==> src/design/nrt_pkg.sv <==
package nrt_pkg;

   // widths of the stream payload fields
   localparam int ACTION_W    = 2;
   localparam int COLOR_W     = 4;
   localparam int PIXELS_W    = 22;
   localparam int COORD_W     = 16;
   localparam int FIELD_ID_W  = 16;
   localparam int OBJ_COUNT_W = 7;
   localparam int MMD_W       = 12;
   localparam int REQ_DATA_W  = 80;
   localparam int RSP_DATA_W  = 32;

   // squared distances: limit is (mmd*16)^2, sum of two 16 bit squares
   localparam int MMD_SQ_W = 2 * MMD_W;
   localparam int DIST_W   = 2 * COORD_W + 1;

   localparam logic [MMD_W-1:0] MMD_RESET = 12'd100;

   // action codes
   localparam logic [ACTION_W-1:0] ACT_START = 2'd0;
   localparam logic [ACTION_W-1:0] ACT_MATCH = 2'd1;
   localparam logic [ACTION_W-1:0] ACT_ADD   = 2'd2;
   localparam logic [ACTION_W-1:0] ACT_CLEAR = 2'd3;

   // one stored region, without its id
   typedef struct packed {
      logic [COLOR_W-1:0]  color;
      logic [PIXELS_W-1:0] pixels;
      logic [COORD_W-1:0]  cx;
      logic [COORD_W-1:0]  cy;
   } entry_type;

   // per cell control: append write or rotate one bank
   typedef struct packed {
      logic wr_en;
      logic wr_bank;
      logic rot_en;
      logic rot_bank;
   } cell_ctrl_type;

   // control flags of the entry presented to the matcher from the head of the chain
   typedef struct packed {
      logic valid;
      logic hit;
      logic last;
   } scan_ctrl_type;

   // matcher status back to the sequencer
   typedef struct packed {
      logic done;
      logic found;
   } match_stat_type;

endpackage

==> src/design/nrt_cell.sv <==
module nrt_cell #(
   parameter int ID_BITS = 16
) (
   input  logic                            clock,
   input  nrt_pkg::cell_ctrl_type          ctrl,
   input  nrt_pkg::entry_type              wr_entry,
   input  logic [ID_BITS-1:0]              wr_ident,
   input  nrt_pkg::entry_type [1:0]        rot_entry_in,
   input  logic [1:0][ID_BITS-1:0]         rot_ident_in,
   output nrt_pkg::entry_type [1:0]        entry_out,
   output logic [1:0][ID_BITS-1:0]        ident_out
);
   import nrt_pkg::*;

   entry_type [1:0]         entry_ff;
   logic [1:0][ID_BITS-1:0] ident_ff;

   // one entry per bank: append write, or take the neighbour's entry on rotate
   always_ff @(posedge clock) begin
      for (int b = 0; b < 2; b++) begin
         if (ctrl.wr_en && ctrl.wr_bank == 1'(b)) begin
            entry_ff[b] <= wr_entry;
            ident_ff[b] <= wr_ident;
         end else if (ctrl.rot_en && ctrl.rot_bank == 1'(b)) begin
            entry_ff[b] <= rot_entry_in[b];
            ident_ff[b] <= rot_ident_in[b];
         end
      end
   end

   assign entry_out = entry_ff;
   assign ident_out = ident_ff;

endmodule

==> config.mk <==
export PLATFORM = sky130hd
export DESIGN_NAME = nrt_cell
export DESIGN_NICKNAME = d
export VERILOG_FILES = /design/src/design/nrt_pkg.sv /design/src/design/nrt_cell.sv
export SDC_FILE = /design/constraint.sdc
export NUM_CORES = 1
export LEC_CHECK = 0
export BUFFER_PORTS_ARGS = -buffer_cell sky130_fd_sc_hd__buf_2
export CAP_MARGIN = 10
export CORE_AREA = 3 3 144 146
export CTS_BUF_LIST = sky130_fd_sc_hd__clkbuf_8
export CTS_CLUSTER_SIZE = 25
export DETAILED_ROUTE_END_ITERATION = 12
export DIE_AREA = 0 0 147 149
export PLACE_DENSITY_LB_ADDON = 0.25
export SLEW_MARGIN = 20
export SYNTH_ARGS = -nofsm -noshare
export SYNTH_HDL_FRONTEND = slang
export SYNTH_SLANG_ARGS = --single-unit
==> constraint.sdc <==
create_clock -name clock -period 8 [get_ports clock]
set_input_delay 1.2 -clock clock [delete_from_list [all_inputs] [get_ports clock]]
set_output_delay 1.2 -clock clock [all_outputs]
set_load 0.01 [all_outputs]
# Yosys cells after proc, flatten, opt, wreduce, memory -nomap -nowiden
# Index checks and enable logic that the tools add are counted.
# W data, S select, Z words.
word_totals:
  register_bits: 148
  inputBits: 227
  out_inout_bits: 148
  elab_cells: 26
op_classes:
  n_mux: 8
  bitwise: 2
  n_reduce_logical: 6
op_table:
  columns: ["operator", "n"]
  rows:
  - ["$mux W58", 4]
  - ["$mux W16", 4]
  - ["$logic_and A1 B1 Y1", 4]
  - ["$reduce_bool A2 Y1", 2]
  - ["$not A1 Y1", 2]

# Logic depth before layout (Yosys ltp)
logic_depth:
  ltp_word: 4
  ltp_mapped: 4
  depth_no_buf: 2

# Worst setup path after synthesis
# OpenSTA, ideal clock, no wires.
synth_timing:
  kind: "input to register"
  start: "in ctrl[1] (netlist name)"
  end: "reg entry_ff (netlist bit entry_out[0]), enable pin"
  setup_ps: 608
  arrival_time_ps: 6428
  path_slack_ps: 964
  cell_stages: 2
  path_buffers: 0
  cell_sequence: "inv_1 > o21ai_0"
synth_between:
  elab_chain_len: 2
synth_lines:
  columns: ["element", "line", "source"]
  rows:
  - ["from (decl)", "nrt_cell.sv:5", "input nrt_pkg::cell_ctrl_type ctrl,"]
  - ["$logic_and A1 B1 Y1", "nrt_cell.sv:24", "end else if (ctrl.rot_en && ctrl.rot_bank == 1'(b)) begin"]
  - ["$reduce_bool A2 Y1 (no source line)", null, null]
  - ["to (signal, indexed assignment)", "nrt_cell.sv:22", "entry_ff[b] <= wr_entry;"]
  - ["to (signal, indexed assignment)", "nrt_cell.sv:25", "entry_ff[b] <= rot_entry_in[b];"]
  - ["to (decl)", "nrt_cell.sv:15", "entry_type [1:0] entry_ff;"]
# No other way between the ends.
# A chain may end at the register's enable or synchronous reset.

# Final worst setup path
layout_timing:
  start: "in ctrl[3] (netlist name)"
  end: "reg entry_ff (netlist bit entry_out[115]), data pin"
layout_between:
  elab_chain_len: 2
layout_lines:
  columns: ["element", "line", "source"]
  rows:
  - ["$logic_and A1 B1 Y1", "nrt_cell.sv:21", "if (ctrl.wr_en && ctrl.wr_bank == 1'(b)) begin"]
  - ["$mux W58", "nrt_cell.sv:21", null]
# No other way between the ends.

==> run summary <==
Layout cells sized above 1 - 78.51%
Crit-path cells - buf_2 -> nand2_4 -> buf_4 -> mux2_2
Worst EP required - 8180 ps
Slew @ Worst Pin - 715.8 ps
Maxcap violations - 0
CTS root buffer - clkbuf_8
CP max stage cell - buf_4
H-tree depth - 4
Status - finished clean
Syn Inst Count - 318
Die Area - 21900 um^2
Pwr Total - 0.001960 W
Post-route DRC - 0
CTS tree - done
Crit Path Max Fanout - 38
Std-Cell Rows - 51
Max Freq - 0.3592 GHz
Port bufs - 374
Register area share after synthesis - 68.54%
Startpoint types - input port
Post-route cell area - 9062 um^2
GRT Total Usage - 15.75%
GRT overflow - 0
RSZ-0062 raised after global routing - false
Placer Congestion - 0.7961
Vias in the first global route - 4692
DP Wirelength - 13.83 mm
Arr. time, crit path - 2970 ps
Hold crit path type - in2reg
Fillers - 1788
Peak supply drop - 0.1147 mV
Starting Density - 33.21%
Via density per instance - 4.454
Mapped Nets - 545
Syn Std Cell Area - 6484 um^2
Largest net degree at the start of global routing - 75
Placed Area - 8608 um^2
Inserted Clock Buffers - 17
Worst Hold End - entry_out[82]
Vias after detailed routing - 4352
Worst Path Buf+Inv - 2
Final setup TNS - 0 ps
Hold Fails Final Rpt - 0
Fin crit period - 2784 ps
Slowest stage delay, CP - 660 ps
Period utilisation layout - 34.80%
First-pass GRT wire length - 26.28 mm
Max clock buf depth - 2
Nets - 926
Final setup viols - 0
Synth Register Bits - 148
Syn avg cell area - 20.39 um^2
Die height - 149 um
Hold depth - 2
Leakage - 4.040 nW
Initial drt markers - 126
Crit path kind - in2reg
DIE WIDTH - 147 um
Clock slew at reported path FFs - 90 ps
Post-DRT Antenna Nets - 0
Wirelength per Cell - 18.37 um
# diodes - 0
I/O Pins - 375
Synth Warn # - 0
Cell variety after synth - 9
Setup bufs post-CTS - 0
Drt first pass iters - 4
Final wirelength - 17.94 mm
Max-slew violation count - 0
CP endpoint kind - flop
Layout area overhead - 39.77%
Gates resized, CTS repair - 0
Pre-CTS WS - 4748 ps
Max transition margin - 52.28%
Core area - 19530 um^2
Hold Startpoint - rot_entry_in[82]
Clock sink count - 148
Setup WS post-layout - 5216 ps
Worst path top cell family by delay - buffers and inverters
Hold Buf Count CTS - 0
Power Density - 216.3 nW/um^2
Hold_ws - 1058 ps
Antenna violations before repair - 0
[placed cells by master, fill, tap and decap left out, drive strengths merged]
cell type,netlist,layout
buf,16,378
bufinv,0,5
clkbuf,0,17
clkinv,0,7
edfxtp,148,148
inv,1,4
mux2,148,148
nand2,3,3
nand2b,1,1
o21ai,1,1
[state kept, by name, indices dropped and copies added, names as in the netlist]
| register | cells |
|---|---|
| ident_out | 32 |
| entry_out | 116 |
[final cells by class]
class,instances,area [um^2],share of cell area (%)
multi-input combinational,153,1916,21.14
timing repair buffer,378,1922,21.21
clock buffer,17,234.0,2.582
sequential,148,4444,49.04
clock inverter,15,211.5,2.333
tap,265,331.6,3.659
inverter,1,3.754,0.04142
[synthesized netlist by cell type]
cell	count	area share (%)
mux2_2	99	17
buf_2	4	0.31
o21ai_0	1	0.077
edfxtp_1	148	69
nand2b_4	1	0.21
nand2_1	3	0.17
buf_6	12	2.1
inv_1	1	0.058
mux2_4	49	11
[metal layers]
metal	GRT usage, %	routed length [um]	up-vias
met3	6.958	1724	17
met2	27.96	9280	235
met4	4.660	285	0
met5	0	0	-
met1	17.06	6652	2081
li1	-	-	2019
[power by group]
| group | internal [W] | leakage [nW] | switching, W | total [W] |
|---|---|---|---|---|
| Clock | 0.000370 | 0.230 | 0.000285 | 0.000654 |
| Combinational | 0.000163 | 2.38 | 0.000161 | 0.000324 |
| Sequential | 0.000958 | 1.43 | 0.0000242 | 0.000982 |
[stage by stage]
stage / utilization, % / instances
5_1_grt: 46.41 / 977
3_3_place_gp: 43.94 / 944
4_1_cts: 46.37 / 977
2_1_floorplan: - / 318
6_report: 46.41 / 977
3_5_place_dp: 44.09 / 945
[kinds of logic after synthesis]
family          synth area share [%]
compound gates               0.07712
mux                            28.54
buf+inv                        2.451
flops                          68.54
simple gates                  0.3859
[worst max-delay path by stage]
stage          slack [ps]        endpoint  cells after the start     from
2_1_floorplan         960    entry_out[0]                      2  ctrl[1]
3_3_place_gp         4630   entry_out[27]                      4  ctrl[2]
3_5_place_dp         4750   entry_out[63]                      4  ctrl[3]
4_1_cts              5250   entry_out[59]                      4  ctrl[3]
5_1_grt              5200  entry_out[115]                      4  ctrl[3]
6_report             5220  entry_out[115]                      4  ctrl[3]
Note: power is estimated with default switching activity, not from simulation.
