`config.mk`:
```
export PLATFORM = sky130hd
export DESIGN_NAME = nrt_match
export DESIGN_NICKNAME = d
export VERILOG_FILES = /design/src/design/nrt_pkg.sv /design/src/design/nrt_match.sv
export SDC_FILE = /design/constraint.sdc
export NUM_CORES = 1
export LEC_CHECK = 0
export ABC_AREA = 1
export BUFFER_PORTS_ARGS = -buffer_cell sky130_fd_sc_hd__clkbuf_2
export CORE_MARGIN = 8
export CORE_UTILIZATION = 25
export DETAILED_ROUTE_END_ITERATION = 8
export GPL_TIMING_DRIVEN = 0
export SETUP_SLACK_MARGIN = 0.2
export SLEW_MARGIN = 25
export SYNTH_ARGS = -nofsm -noshare
export SYNTH_HDL_FRONTEND = slang
export SYNTH_SLANG_ARGS = --single-unit
```
`constraint.sdc`:
```
create_clock -name clock -period 12.15 [get_ports clock]
set_input_delay 3.645 -clock clock [delete_from_list [all_inputs] [get_ports clock]]
set_output_delay 3.645 -clock clock [all_outputs]
set_load 0.05 [all_outputs]
```
`src/design/nrt_pkg.sv`:
```
package nrt_pkg;

   // widths of the stream payload fields
   localparam int ACTION_W    = 2;
   localparam int COLOR_W     = 4;
   localparam int PIXELS_W    = 22;
   localparam int COORD_W     = 16;
   localparam int FIELD_ID_W  = 16;
   localparam int OBJ_COUNT_W = 7;
   localparam int MMD_W       = 12;
   localparam int REQ_DATA_W  = 80;
   localparam int RSP_DATA_W  = 32;

   // squared distances: limit is (mmd*16)^2, sum of two 16 bit squares
   localparam int MMD_SQ_W = 2 * MMD_W;
   localparam int DIST_W   = 2 * COORD_W + 1;

   localparam logic [MMD_W-1:0] MMD_RESET = 12'd100;

   // action codes
   localparam logic [ACTION_W-1:0] ACT_START = 2'd0;
   localparam logic [ACTION_W-1:0] ACT_MATCH = 2'd1;
   localparam logic [ACTION_W-1:0] ACT_ADD   = 2'd2;
   localparam logic [ACTION_W-1:0] ACT_CLEAR = 2'd3;

   // one stored region, without its id
   typedef struct packed {
      logic [COLOR_W-1:0]  color;
      logic [PIXELS_W-1:0] pixels;
      logic [COORD_W-1:0]  cx;
      logic [COORD_W-1:0]  cy;
   } entry_type;

   // per cell control: append write or rotate one bank
   typedef struct packed {
      logic wr_en;
      logic wr_bank;
      logic rot_en;
      logic rot_bank;
   } cell_ctrl_type;

   // control flags of the entry presented to the matcher from the head of the chain
   typedef struct packed {
      logic valid;
      logic hit;
      logic last;
   } scan_ctrl_type;

   // matcher status back to the sequencer
   typedef struct packed {
      logic done;
      logic found;
   } match_stat_type;

endpackage

```
`src/design/nrt_match.sv`:
```
module nrt_match #(
   parameter int ID_BITS = 16
) (
   input  logic                          clock,
   input  logic                          reset,
   input  logic                          start,
   input  logic [nrt_pkg::DIST_W-1:0]    limit_sq,
   input  nrt_pkg::entry_type            query,
   input  nrt_pkg::scan_ctrl_type        scan,
   input  nrt_pkg::entry_type            scan_entry,
   input  logic [ID_BITS-1:0]            scan_ident,
   output nrt_pkg::match_stat_type       stat,
   output logic [ID_BITS-1:0]            best_ident
);
   import nrt_pkg::*;

   logic [PIXELS_W-1:0]  small_px;
   logic [PIXELS_W-1:0]  large_px;
   logic [PIXELS_W+1:0]  small_x4;
   logic [PIXELS_W+1:0]  large_x3;
   logic                 ok1_in;
   logic [COORD_W-1:0]   dx1_in;
   logic [COORD_W-1:0]   dy1_in;

   logic                 v1_ff, last1_ff, ok1_ff;
   logic [COORD_W-1:0]   dx1_ff, dy1_ff;
   logic [ID_BITS-1:0]   id1_ff;

   logic                 v2_ff, last2_ff, ok2_ff;
   logic [2*COORD_W-1:0] sqx2_ff, sqy2_ff;
   logic [ID_BITS-1:0]   id2_ff;

   logic [DIST_W-1:0]    dist_sq;
   logic [DIST_W-1:0]    best_ff;
   logic                 found_ff;
   logic                 done_ff;
   logic [ID_BITS-1:0]   best_id_ff;

   // stage 1: colour, size ratio and centroid differences
   always_comb begin
      small_px = (scan_entry.pixels < query.pixels) ? scan_entry.pixels : query.pixels;
      large_px = (scan_entry.pixels < query.pixels) ? query.pixels : scan_entry.pixels;
      small_x4 = {small_px, 2'b00};
      large_x3 = {1'b0, large_px, 1'b0} + {2'b00, large_px};
      ok1_in   = scan.hit && (scan_entry.color == query.color) && (small_x4 > large_x3);
      dx1_in   = (scan_entry.cx > query.cx) ? scan_entry.cx - query.cx
                                            : query.cx - scan_entry.cx;
      dy1_in   = (scan_entry.cy > query.cy) ? scan_entry.cy - query.cy
                                            : query.cy - scan_entry.cy;
   end

   always_ff @(posedge clock) begin
      if (reset) begin
         v1_ff <= 1'b0;
      end else begin
         v1_ff <= scan.valid;
      end
      last1_ff <= scan.last;
      ok1_ff   <= ok1_in;
      dx1_ff   <= dx1_in;
      dy1_ff   <= dy1_in;
      id1_ff   <= scan_ident;
   end

   // stage 2: squares
   always_ff @(posedge clock) begin
      if (reset) begin
         v2_ff <= 1'b0;
      end else begin
         v2_ff <= v1_ff;
      end
      last2_ff <= last1_ff;
      ok2_ff   <= ok1_ff;
      sqx2_ff  <= dx1_ff * dx1_ff;
      sqy2_ff  <= dy1_ff * dy1_ff;
      id2_ff   <= id1_ff;
   end

   // stage 3: sum and keep the nearest, earliest wins on a tie
   assign dist_sq = {1'b0, sqx2_ff} + {1'b0, sqy2_ff};

   always_ff @(posedge clock) begin
      if (reset) begin
         found_ff <= 1'b0;
         done_ff  <= 1'b0;
      end else begin
         done_ff <= v2_ff && last2_ff;
         if (start) begin
            found_ff <= 1'b0;
         end else if (v2_ff && ok2_ff && dist_sq < best_ff) begin
            found_ff <= 1'b1;
         end
      end
      if (start) begin
         best_ff <= limit_sq;
      end else if (v2_ff && ok2_ff && dist_sq < best_ff) begin
         best_ff    <= dist_sq;
         best_id_ff <= id2_ff;
      end
   end

   assign stat.done  = done_ff;
   assign stat.found = found_ff;
   assign best_ident = best_id_ff;

endmodule

```
=== Word-level counts from Yosys, hierarchy flattened ===
Cells that the tools add are included.

* Flip-flop bits (word level): 185
* Output and inout port bits: 18
* Logic and storage cells: 45

* Reductions and logical operators: 8
* Magnitude comparators: 5
* Multipliers: 2
* Add/sub/neg operators: 6
* Multiplexer cells: 6
* Eq/ne operators: 1
* Bitwise gates (word level): 1

{| class="wikitable"
|+ Operators with widths
! cell !! number
|-
| 33-bit 2-to-1 mux || 2
|-
| 16-bit by 16-bit multiplier with 32-bit output || 2
|-
| 16-bit subtractor || 4
|-
| 22-bit 2-to-1 mux || 2
|-
| 32-bit by 32-bit adder with 33-bit output || 1
|-
| 33-bit less-than comparator || 1
|-
| 16-bit greater-than comparator || 2
|-
| 16-bit 2-to-1 mux || 2
|-
| 23-bit by 22-bit adder with 24-bit output || 1
|-
| 24-bit greater-than comparator || 1
|-
| 22-bit less-than comparator || 1
|-
| 1-bit logical AND || 5
|-
| 4-bit == test || 1
|-
| 2-bit AND reduction || 1
|-
| 2-bit nonzero test || 1
|-
| 2-bit OR reduction || 1
|-
| 1-bit inverter || 1
|}

=== Depth between registers and ports, before layout ===
* Word-level depth: 5
* Gate-level depth with buffers: 36
* Mapped depth without buffers: 35

=== Worst setup path before layout ===
No wires, ideal clock.

* Path type: input to register
* Start: input query[53] (netlist name)
* End: register ok1_ff
* Arrival: 7398 ps
* Cell stages on the path: 30
* Setup slack: 4683 ps
* Path buffers: 2
* Data required time: 12080 ps
* Cells stage by stage: inv_1 ha_1 nand2_2 nor2_4 nand2_2 nor2_2 nand2_2 nand3_4 buf_2 clkbuf_1 nand2_1 o21ai_0 ha_1 a21oi_1 o21a_1 inv_1 a21oi_1 inv_1 a21oi_1 nand2_1 xnor2_1 ha_1 nand2_1 nor2_1 nand4_1 nor2_1 nand4_1 o2111ai_1 nand3_1 a21oi_1

* Cells in the longest elaborated chain, start to end: 5

{| class="wikitable"
|+ RTL lines
! element !! RTL line !! text
|-
| from (decl) || nrt_match.sv:8 || <nowiki>input nrt_pkg::entry_type query,</nowiki>
|-
| 22-bit less-than comparator || nrt_match.sv:41, nrt_match.sv:42 ||
|-
| 22-bit 2-to-1 mux || nrt_match.sv:42 || <nowiki>large_px = (scan_entry.pixels < query.pixels) ? query.pixels : scan_entry.pixels;</nowiki>
|-
| 23-bit by 22-bit adder with 24-bit output || nrt_match.sv:44 || <nowiki>large_x3 = {1'b0, large_px, 1'b0} + {2'b00, large_px};</nowiki>
|-
| 24-bit greater-than comparator (*) || nrt_match.sv:45 || <nowiki>ok1_in = scan.hit && (scan_entry.color == query.color) && (small_x4 > large_x3);</nowiki>
|-
| 1-bit logical AND (*) || nrt_match.sv:45 ||
|-
| via ok1_in || nrt_match.sv:21 || <nowiki>logic ok1_in;</nowiki>
|-
| to (signal assigned) || nrt_match.sv:59 || <nowiki>ok1_ff <= ok1_in;</nowiki>
|-
| to (decl) || nrt_match.sv:25 || <nowiki>logic v1_ff, last1_ff, ok1_ff;</nowiki>
|}

Mark *: on every way through the listed nets, which the timed path passes. The rest lies on a longest branch.
A chain may end at the register's enable or synchronous reset.

=== Worst setup path after layout ===
Ends and elaborated chain as after synthesis.

==> results.cfg <==
[clock_tree]
cts_sinks = 183
h-tree-depth = 4
cts_tree = yes
clk_pin_slew_ns = 0.07
cts_resized = 0
cts_made_buffers = 17
clkLatencyLatePin_ns = 0.48
cts_setup_buffers = 0
root_buffer = clkbuf_16
cts.path.max_buffers = 2
postCtsHoldBufs = 0

[layout]
fillers = 12100
multi_input_area_sq_mm = 0.0198
regArea_sq_mm = 0.00415
final_common_cell = inv_1
layout_common_cells = inv_1 (879), nand2_1 (722), ha_1 (385), fa_1 (333), a21oi_1 (228)
postLayoutCellArea_sq_mm = 0.0311
area_growth_pct = 12.4
final_layout_size_suffix_gt1_share_pct = 7.78
post-route-util_pct = 28.2
layout.nets = 4627
num_antenna_cells = 0

[sta]
finalSetupTns_ns = 0
finalHoldViolations = 0
finalSetupViolations = 0
holdWs_ns = 0.329
slew_viol_final = 0
rsz0062_at_grt = no
period_share_pct = 76.4
layout_min_cycle_time_ns = 9.29
clock_skew_ns = 0.0142
slew_headroom_pct = 47.7
tightest_slew_ns = 0.784
max_freq_ghz = 0.108

[logic_synthesis]
synth.cell_area_sq_mm = 0.0277
synthArstFlopShare_pct = 0
synth_top_family_by_area = adder cells
yosys-mux-area-fraction_pct = 0.646
yosys_warnings = 0
synthAdderAreaFrac_pct = 41.5
synth_area_leaders = fa_1 (24%), ha_1 (17%), inv_1 (12%)
yosys.area.top_type = fa_1
seq_area_frac_synth_pct = 15.0
ys.flop_type = dfxtp_1
yosysTopAreaCellShare_pct = 24.1
synth_compound_area_share_pct = 9.24
syn_nets = 4419
synth-edff-count = 49
synthXorXnorAreaFrac_pct = 4.68
yosys.cell_types.count = 58
ys_ff_latch = 183
syn_avg_cell_area_sq_um = 7.84
synth-simple-area-share_pct = 15.6
netlist_instances = 3530

[run_status]
status = complete, no violations

[die]
chipHeight_um = 349
die_x_um = 349
io_pins = 189
dieArea_sq_mm = 0.122
std_cell_rows = 122
core_area_sq_mm = 0.110
start_util_pct = 25.1

[placed_design]
io_buffers = 188
place_area_sq_mm = 0.0305
place_congestion = 0.908
dp_hpwl_mm = 62.1

[detailed_routing]
dr.pass1.iters = 6
post_drt_wl_per_cell_um = 13.7
viasPerCell = 4.28
vias = 22400
wl_mm = 71.9
ant_nets = 0
drc = 0
drt-initial-drc-count = 1158

[setup_path]
crit_fanout = 10
path_class = in2reg
end_kind = register
crit_slowest_cell = clkbuf_1
cp-start-kind = input pin
arrival_ns = 9.61
regToRegSetupSlack_ns = 5.24
max_stage_delay_ns = 0.49
cp_common_cell = a21oi_1
required_ns = 12.47

[grt]
grt_pass1_vias = 23600
grt_pass1_wl_mm = 119
antenna_found_initial = 1
grt_max_degree = 21
grt_remaining_overflow = 0
gr-usage-all-layers_pct = 12.0

[run]
maxCapViolCount = 0

[hold_path]
hp-class = reg2reg
critical path, delay by kind of cell:
family          cells  cell delay, ns
compound gates      8            1.90
xor+xnor            1            0.15
buf+inv             4            0.88
fa+ha+maj           3            1.08
simple gates       13            1.92
logic make-up after synthesis:
logic type,Yosys count
AO/OA/AOI/OAI,453
XOR/XNOR,148
adder cells (fa/ha/maj),718
buffers and inverters,968
flip-flops,183
multiplexers,17
AND/OR/NAND/NOR,1043
path summary, 6_finish.rpt:
kind / startpoint / end / cells after the start
setup / recovery: query[53] / ok1_ff$_DFF_P_ / 29
hold reg to reg: id1_ff[14]$_DFF_P_ / id2_ff[14]$_DFF_P_ / 0
hold / removal: id1_ff[14]$_DFF_P_ / id2_ff[14]$_DFF_P_ / 0
setup reg to reg: dy1_ff[10]$_DFF_P_ / sqy2_ff[26]$_DFF_P_ / 25
cell type report:
class	instances	area share [%]
plain buffers	87	1.25
clock buffers	19	1.39
clock inverters	13	0.471
inverters	881	10.6
multi-input cells	2379	63.8
flip-flops and latches	183	13.4
well taps	1488	5.99
repair buffers	189	3.11
registers in the layout (all words and copies together), names as in the netlist:
register,flops
sqy2_ff,31
last2_ff,1
dy1_ff,16
ok1_ff,1
done_ff,1
best_ident,16
found_ff,1
id2_ff,16
v2_ff,1
ok2_ff,1
id1_ff,16
dx1_ff,16
last1_ff,1
v1_ff,1
sqx2_ff,31
best_ff,33
metal layers:
layer / track usage (%) / part of all wire [%] / vias up
met5: 0 / 0.018 / -
met4: 2.64 / 1.4 / 2
met3: 1.72 / 4.4 / 68
met2: 20.4 / 48 / 433
met1: 16.0 / 46 / 10700
li1: - / - / 11300
through the flow:
step	cells	setup WS, ns
global route	5239	2.41
detailed placement	5207	2.37
floorplan	3530	4.68
global placement	5206	2.37
finish	5239	2.86
CTS	5239	2.88
synthesized netlist by cell type, drive strengths merged, types with 3 or more instances:
cell type / count
fa: 333
or2: 6
nor3: 28
nor4: 8
dfxtp: 134
buf: 13
mux2i: 10
nand3b: 3
o31ai: 3
a31oi: 16
xor2: 99
a21boi: 6
edfxtp: 49
nand2: 745
o21a: 10
mux2: 7
o21bai: 14
o211ai: 8
o21ai: 128
a221oi: 9
clkbuf: 74
inv: 881
nor2: 153
xnor2: 49
a211oi: 7
a21o: 14
nand3: 65
nand4: 33
a21oi: 229
ha: 385
Power is not shown: default switching activity piles up to over one toggle a cycle in this logic, so the estimate is an artifact.
